<file path="src/sv/detector_hit_merge_accumulator_assert.svh">
// Assertion macros for the detector hit merge accumulator.
// Included by the top level; needs no other file.
`ifndef DETECTOR_HIT_MERGE_ACCUMULATOR_ASSERT_SVH
`define DETECTOR_HIT_MERGE_ACCUMULATOR_ASSERT_SVH
`ifndef ASSERT_OFF
`define DHMA_ASSERT_IMP(lbl, clk, rst_n, ante, cons) \
    lbl: assert property (@(posedge clk) disable iff (!rst_n) (ante) |-> (cons)) \
        else $error("assertion failed");
`define DHMA_ASSERT_NXT(lbl, clk, rst_n, ante, cons) \
    lbl: assert property (@(posedge clk) disable iff (!rst_n) (ante) |=> (cons)) \
        else $error("assertion failed");
`else
`define DHMA_ASSERT_IMP(lbl, clk, rst_n, ante, cons)
`define DHMA_ASSERT_NXT(lbl, clk, rst_n, ante, cons)
`endif
`endif

</file>
<file path="src/sv/dhma_pkg.sv">
// Shared types and constants of the detector hit merge accumulator.
// No dependencies.
package dhma_pkg;

    localparam int SECTORS_DEF   = 32;
    localparam int HIT_SLOTS_DEF = 64;

    localparam logic [35:0] MERGE_WINDOW_RST = 36'd16000;
    localparam logic [31:0] THRESHOLD_RST    = 32'd50000;
    localparam logic [6:0]  HIT_LIMIT_RST    = 7'd64;
    localparam logic [35:0] TIME_LIMIT_RST   = 36'd16000000000;

    typedef enum logic [1:0] {
        CFG_MERGE_WINDOW = 2'd0,
        CFG_THRESHOLD    = 2'd1,
        CFG_HIT_LIMIT    = 2'd2,
        CFG_TIME_LIMIT   = 2'd3
    } t_cfg_reg;

    typedef enum logic [2:0] {
        ST_INSERTED = 3'd0,
        ST_MERGED   = 3'd1,
        ST_DROPPED  = 3'd2,
        ST_IGNORED  = 3'd3,
        ST_HIT      = 3'd4,
        ST_EMPTY    = 3'd5
    } t_status;

    typedef enum logic [2:0] {
        S_IDLE,
        S_DISP,
        S_WALK,
        S_READ,
        S_FIN
    } t_state;

    typedef struct packed {
        logic [35:0] hit_time;
        logic [31:0] energy;
        logic [15:0] track;
        logic [7:0]  ptype;
    } t_entry;

    typedef struct packed {
        logic load;
        logic wr;
        logic start;
        logic step;
        logic merge;
        logic insert;
        logic rotate;
    } t_cell_ctl;

endpackage

</file>
<file path="src/sv/dhma_cell.sv">
// One hit slot of every sector: slot memory, working entry and walk token.
// Depends on dhma_pkg.
module dhma_cell import dhma_pkg::*; #(
    parameter int SECTORS = SECTORS_DEF,
    localparam int SW = (SECTORS > 1) ? $clog2(SECTORS) : 1
) (
    input  logic          i_clk,
    input  logic          i_rst_n,
    input  t_cell_ctl     i_ctl,
    input  logic [SW-1:0] i_addr,
    input  logic          i_head,
    input  logic          i_prev_tok,
    input  t_entry        i_prev_ent,
    input  t_entry        i_next_ent,
    input  t_entry        i_new,
    input  logic [35:0]   i_mw,
    output t_entry        o_ent,
    output logic          o_tok,
    output logic          o_near,
    output logic          o_later
);

    t_entry      r_mem [SECTORS];
    t_entry      r_ent;
    logic        r_tok;
    logic        r_done;
    logic        w_later;
    logic [35:0] w_diff;
    logic [32:0] w_sum;

    assign w_later = r_ent.hit_time > i_new.hit_time;
    assign w_diff  = w_later ? (r_ent.hit_time - i_new.hit_time)
                             : (i_new.hit_time - r_ent.hit_time);
    assign w_sum   = {1'b0, r_ent.energy} + {1'b0, i_new.energy};

    assign o_ent   = r_ent;
    assign o_tok   = r_tok;
    assign o_near  = r_tok && (w_diff < i_mw);
    assign o_later = r_tok && w_later;

    // The token marks the slot under examination; done marks slots already passed.
    always_ff @(posedge i_clk) begin
        if (!i_rst_n) begin
            r_tok  <= 1'b0;
            r_done <= 1'b0;
        end else if (i_ctl.start) begin
            r_tok  <= i_head;
            r_done <= 1'b0;
        end else if (i_ctl.step) begin
            r_tok  <= i_prev_tok;
            r_done <= r_done || r_tok;
        end
    end

    always_ff @(posedge i_clk) begin
        if (i_ctl.load) begin
            r_ent <= r_mem[i_addr];
        end else if (i_ctl.insert) begin
            if (r_tok) begin
                r_ent <= i_new;
            end else if (!r_done) begin
                r_ent <= i_prev_ent;
            end
        end else if (i_ctl.merge && r_tok) begin
            r_ent.energy <= w_sum[32] ? 32'hFFFF_FFFF : w_sum[31:0];
            if (w_later) begin
                r_ent.hit_time <= i_new.hit_time;
                r_ent.track    <= i_new.track;
                r_ent.ptype    <= i_new.ptype;
            end
        end else if (i_ctl.rotate) begin
            r_ent <= i_next_ent;
        end
        if (i_ctl.wr) begin
            r_mem[i_addr] <= r_ent;
        end
    end

endmodule

</file>
<file path="config.mk">
export PLATFORM = sky130hd
export DESIGN_NAME = dhma_cell
export DESIGN_NICKNAME = d
export VERILOG_FILES = /design/src/sv/detector_hit_merge_accumulator_assert.svh /design/src/sv/dhma_pkg.sv /design/src/sv/dhma_cell.sv
export SDC_FILE = /design/constraint.sdc
export NUM_CORES = 2
export LEC_CHECK = 0
export ABC_AREA = 1
export BUFFER_PORTS_ARGS = -buffer_cell sky130_fd_sc_hd__clkbuf_2
export CAP_MARGIN = 10
export CORE_MARGIN = 2
export CORE_UTILIZATION = 40
export DETAILED_ROUTE_END_ITERATION = 10
export RECOVER_POWER = 100
export SKIP_LAST_GASP = 1
export SLEW_MARGIN = 25
export SYNTH_ARGS = -nofsm -noshare
export SYNTH_HDL_FRONTEND = slang
export SYNTH_SLANG_ARGS = --single-unit
</file>
<file path="constraint.sdc">
create_clock -name i_clk -period 6.8 [get_ports i_clk]
set_input_delay 1.36 -clock i_clk [delete_from_list [all_inputs] [get_ports i_clk]]
set_output_delay 1.36 -clock i_clk [all_outputs]
set_load 0.005 [all_outputs]
</file>
* After elaboration in Yosys (flattened, before gate mapping) *
Memories as Yosys holds them, arrays and structs flattened.
Cells that the tools add are included.

storage, ports and cells
  memories kept = 1
  memory bits (writable) = 2944
  input port bits = 328
  bits in latches = 0
  output and inout port bits = 95
  ROM bits = 0
  flip-flop bits (word level) = 94
  word-level logic and storage cells = 38

memories
  memory  depth  width  rd ports  clocked after memory_dff  write ports  line             source
  r_mem   32     92     1         0                         1            dhma_cell.sv:23  t_entry r_mem [SECTORS];

cells by class
  divide/modulo/power cells = 0
  reduce and logical (&&, ||, !) cells = 9
  $lt $le $gt $ge = 2
  $add $sub $neg = 3
  shift-type cells = 0
  equality and inequality tests = 2
  mux-type cells = 14
  multiply operators = 0
  bitwise operators = 1

operator list
  kind                                           count
  92-bit 2-to-1 mux                              6
  36-bit 2-to-1 mux                              2
  36-bit subtractor                              2
  36-bit greater-than comparator                 1
  36-bit < comparator                            1
  32-bit by 32-bit adder with 33-bit output      1
  32-bit 2-to-1 mux                              1
  24-bit 2-to-1 mux                              1
  4-bit inequality test (second input constant)  2
  1-bit 2-to-1 mux                               4
  4-bit nonzero test                             1
  1-bit logical AND                              3
  3-bit AND reduction                            1
  2-bit AND reduction                            1
  2-bit nonzero test                             1
  2-bit OR reduction                             1
  1-bit logical OR                               1
  1-bit inverter                                 1

* Longest topological paths before layout *
  depth in word-level cells = 5
  gate-level depth with buffers = 29

* Worst setup path before layout *
Ideal clock, no wire load.

  path kind = input to register
  from = in i_ctl[1] (netlist bit)
  to = reg r_ent (netlist bit o_ent[0]) (enable)
  data required time = 6.306 ns
  arrival time = 6.327 ns
  setup time = 0.494 ns
  stages on the path = 5
  setup slack = -0.021 ns
  cell sequence = inv_1 -> nor3_1 -> clkbuf_1 -> a21oi_1 -> a21boi_1

between the ends
  word-level cells in the longest chain between the ends = 2
  elaborated cells on any way between the ends = 4
  those cells by class = eq/ne (2); reduce/logical (2)

RTL lines
  element                                                                line             source
  start, declared                                                        dhma_cell.sv:9   input t_cell_ctl i_ctl,
  4-bit inequality test (no line) or 4-bit nonzero test (tied branches)  -
  3-bit AND reduction (no line) (*)                                      -
  end signal, assigned                                                   dhma_cell.sv:57  r_ent <= r_mem[i_addr];
  end signal, assigned                                                   dhma_cell.sv:60  r_ent <= i_new;
  end signal, assigned                                                   dhma_cell.sv:62  r_ent <= i_prev_ent;
  end, declared                                                          dhma_cell.sv:24  t_entry r_ent;

Mark *: on every way between the ends. The rest lies on a longest branch, timed or not.
A chain may end at the register's enable or synchronous reset.

* Worst setup path in the final report *
  from = in i_addr[3]
  to = mem r_mem[27][53] (netlist bit) (enable)

RTL lines
  element          line             source
  start, declared  dhma_cell.sv:10  input logic [SW-1:0] i_addr,
  end, declared    dhma_cell.sv:23

No word-level cell before the write port.

==> results.ini <==
[timing]
fin_crit_ns=6.81
setup_ws_ns=-0.00675
slew_violations=3448
max_slew_margin_pct=-195
max_freq_mhz=147
hold_viol_final=0
timing.final.crit_share_pct=100
holdWs_ns=0.505
setup_violations=4
worst_pin_slew_ns=4.42
rsz0062_at_grt=false
fin_skew_ns=0.0488

[finish]
ff_latch_area_mm2=0.0912
syn_to_final_growth_pct=14.3
nNetsFinal=9936
multi_input_area_mm2=0.0282
layout-drive-gt1-share_pct=12.5
fillers=27000
stdcell_area_mm2=0.141

[routing]
routedWlPerCell_um=30.7
firstDrtPassIters=8
routed_wl_mm=425
vias_per_cell=5.86
drc=0
drtIter0Drc=10300
ant_nets=0
vias=81000

[outcome]
violations=max-capacitance violations, max-slew violations, negative setup slack
status=finished with violations

[yosys]
synth.largest_area_cell=edfxtp_1
synth_cells=8867
seq_area_frac_synth_pct=74.1
ys_warn_count=0
synthArstFlopShare_pct=0
synth-seq-cells=3038
ys.flop_type=edfxtp_1
netlist_area_mm2=0.123
synth_nets=9336
synth_top_area_share_pct=74.1
yosys-top-cells-area=edfxtp_1 (74%), a22oi_1 (9.0%), nand2_1 (5.1%)
synth-edff-count=3036
synth.avg_cell_area_um2=13.9
ys_types=43

[die]
ios=423
placement_rows=203
coreArea_mm2=0.306
fp.dieH_um=559
initial_core_util_pct=40.2
die_w_um=559
die-area_mm2=0.312

[hold_path]
hold_start=r_done
min_path_type=reg -> reg
min_to=r_done
min_delay_path_depth=2

[global_routing]
grt_pass1_wl_mm=588
antenna_found_initial=23
track_usage_pct=26.4
overflow=0
grt_max_degree=167
grt_pass1_vias=77800

[power]
p_leak_uw=0.0500
worst_ir_drop_vdd_mv=0.216
power_density_mw_per_mm2=314

[placement]
dp_hpwl_mm=241
gp_congestion=0.969
place_area_mm2=0.132
port-buffer-count=422

[clock_network]
clockRootBuffer=clkbuf_16
worst_skew_pair.late_latency_ns=0.94
cts_tree=done
clock_path_buffers=4
tritoncts.num_buffers=323
cts_sinks=3038
clk_pin_slew_ns=0.06
cts_max_level=5

[job]
maxCapViolations=91

[worst_setup_path]
start_kind=input port
crit_arrival_ns=7.24
end_kind=flop
regToRegStartpoint=o_tok
crit_type=in -> reg
rr_endpoint=o_ent[14]
critical_path_required_ns=7.23
cp_max_fo=52
r2r_cells=7
rrSetupSlack_ns=1.52

repair_timing:
| item | in CTS | in global routing |
|---|---|---|
| buffers inserted | 0 | 10 |
| gates resized for setup | 1 | 27 |
| endpoints found under the setup margin | 1 | 1 |
| hold buffers | 0 | 0 |
layout make-up:
cell class	instances	share of cell area [%]
repair buffers	738	2.98
clock inverters	173	1.17
flip-flops and latches	3038	64.8
diodes	10	0.0178
well taps	4100	3.65
inverters	420	1.16
multi-input cells	4946	20.1
clock buffers	410	6.11
cell families (layout without fill, tap and decap cells):
logic type	after synthesis	in the layout	share of synthesized area [%]
adder cells (fa/ha/maj)	141	141	1.45
other	0	10	0
flip-flops	3038	3038	74.1
buffers and inverters	883	1741	3.09
AO/OA/AOI/OAI	2349	2349	12.9
AND/OR/NAND/NOR	2402	2402	8.04
XOR/XNOR	54	54	0.384
worst max-delay path: stages:
cell and delay (ns):
clkbuf_1 0.39, inv_1 0.29, nor3_1 0.48, clkinvlp_4 1.51, buf_4 0.81, nor2_4 0.16
clkbuf_2 2.03
registers in the layout (all words and copies together), names as in the netlist:
signal and flops:
o_tok 1, o_ent 92, r_mem 2944, r_done 1
how the worst max path moves through the flow:
stage                               end      start  depth (start not counted)
final                     r_mem[27][53]  i_addr[3]                          7
after global routing             o_near  i_new[64]                         21
after CTS                        o_near  o_ent[71]                         24
after detailed placement         o_near  i_new[67]                         28
after global placement           o_near  i_new[67]                         28
after floorplan             r_mem[0][0]  i_addr[0]                          6
cell usage in the layout, fill, tap and decap left out, types with 8 or more instances in the layout:
cell type,netlist,routed
a21oi_1,642,640
ha_1,138,137
xor2_1,41,41
nand2_1,1668,1666
or2_2,171,171
nor2_4,3,9
edfxtp_1,3036,3036
nor3_1,14,14
clkbuf_4,0,11
clkbuf_2,3,393
nand4_1,16,16
diode_2,0,10
a21boi_0,8,9
buf_12,0,22
bufinv_16,0,26
nor2_2,2,14
inv_6,0,12
buf_4,9,108
inv_1,406,405
or2_0,3,8
a22oi_1,1472,1472
clkinv_2,0,49
a22o_1,45,45
buf_6,8,11
clkbuf_1,122,266
a221oi_1,60,60
clkinv_1,0,69
nand3_1,113,111
nor2_1,343,325
or2_1,51,46
o21ai_0,96,95
xnor2_1,13,12
clkbuf_16,0,332
per-stage QoR:
stage,total power (uW),std cells,utilization (%),setup WS [ns],TNS [ns]
global placement,27100,13200,42.9,-0.0257,-0.0257
CTS,44300,13800,46.3,0.0768,0
detailed placement,27200,13200,43.0,0.0518,0
finish,44100,13800,46.0,-0.00675,-0.0168
global route,45400,13800,46.0,0.0211,0
floorplan,24700,8867,-,0.105,0
per-layer routing:
metal | global-route usage (%) | vias to the layer above | part of all wire, %
li1 | - | 34800 | -
met3 | 3.42 | 661 | 8.0
met2 | 42.9 | 4155 | 47
met5 | 0.355 | - | 0.054
met1 | 36.9 | 41400 | 41
met4 | 8.55 | 14 | 3.5
power breakdown:
| part | switching (uW) | leakage (uW) | internal [uW] |
|---|---|---|---|
| sequential | 299 | 0.0277 | 21600 |
| combinational | 3630 | 0.0172 | 1300 |
| clock | 7320 | 0.00500 | 9970 |
synthesized netlist by cell type, types with 9 or more instances:
cell         n
nand2_1   1668
nand3_1    113
a21oi_1    642
xnor2_1     13
or2_2      171
inv_1      406
buf_4        9
edfxtp_1  3036
a221oi_1    60
ha_1       138
nor2_1     343
or2_1       51
o21ai_0     96
inv_2       14
nor3_1      14
a22o_1      45
buf_2      313
nand4_1     16
a22oi_1   1472
clkbuf_1   122
xor2_1      41
No activity file was read; power rests on OpenSTA's default activity.
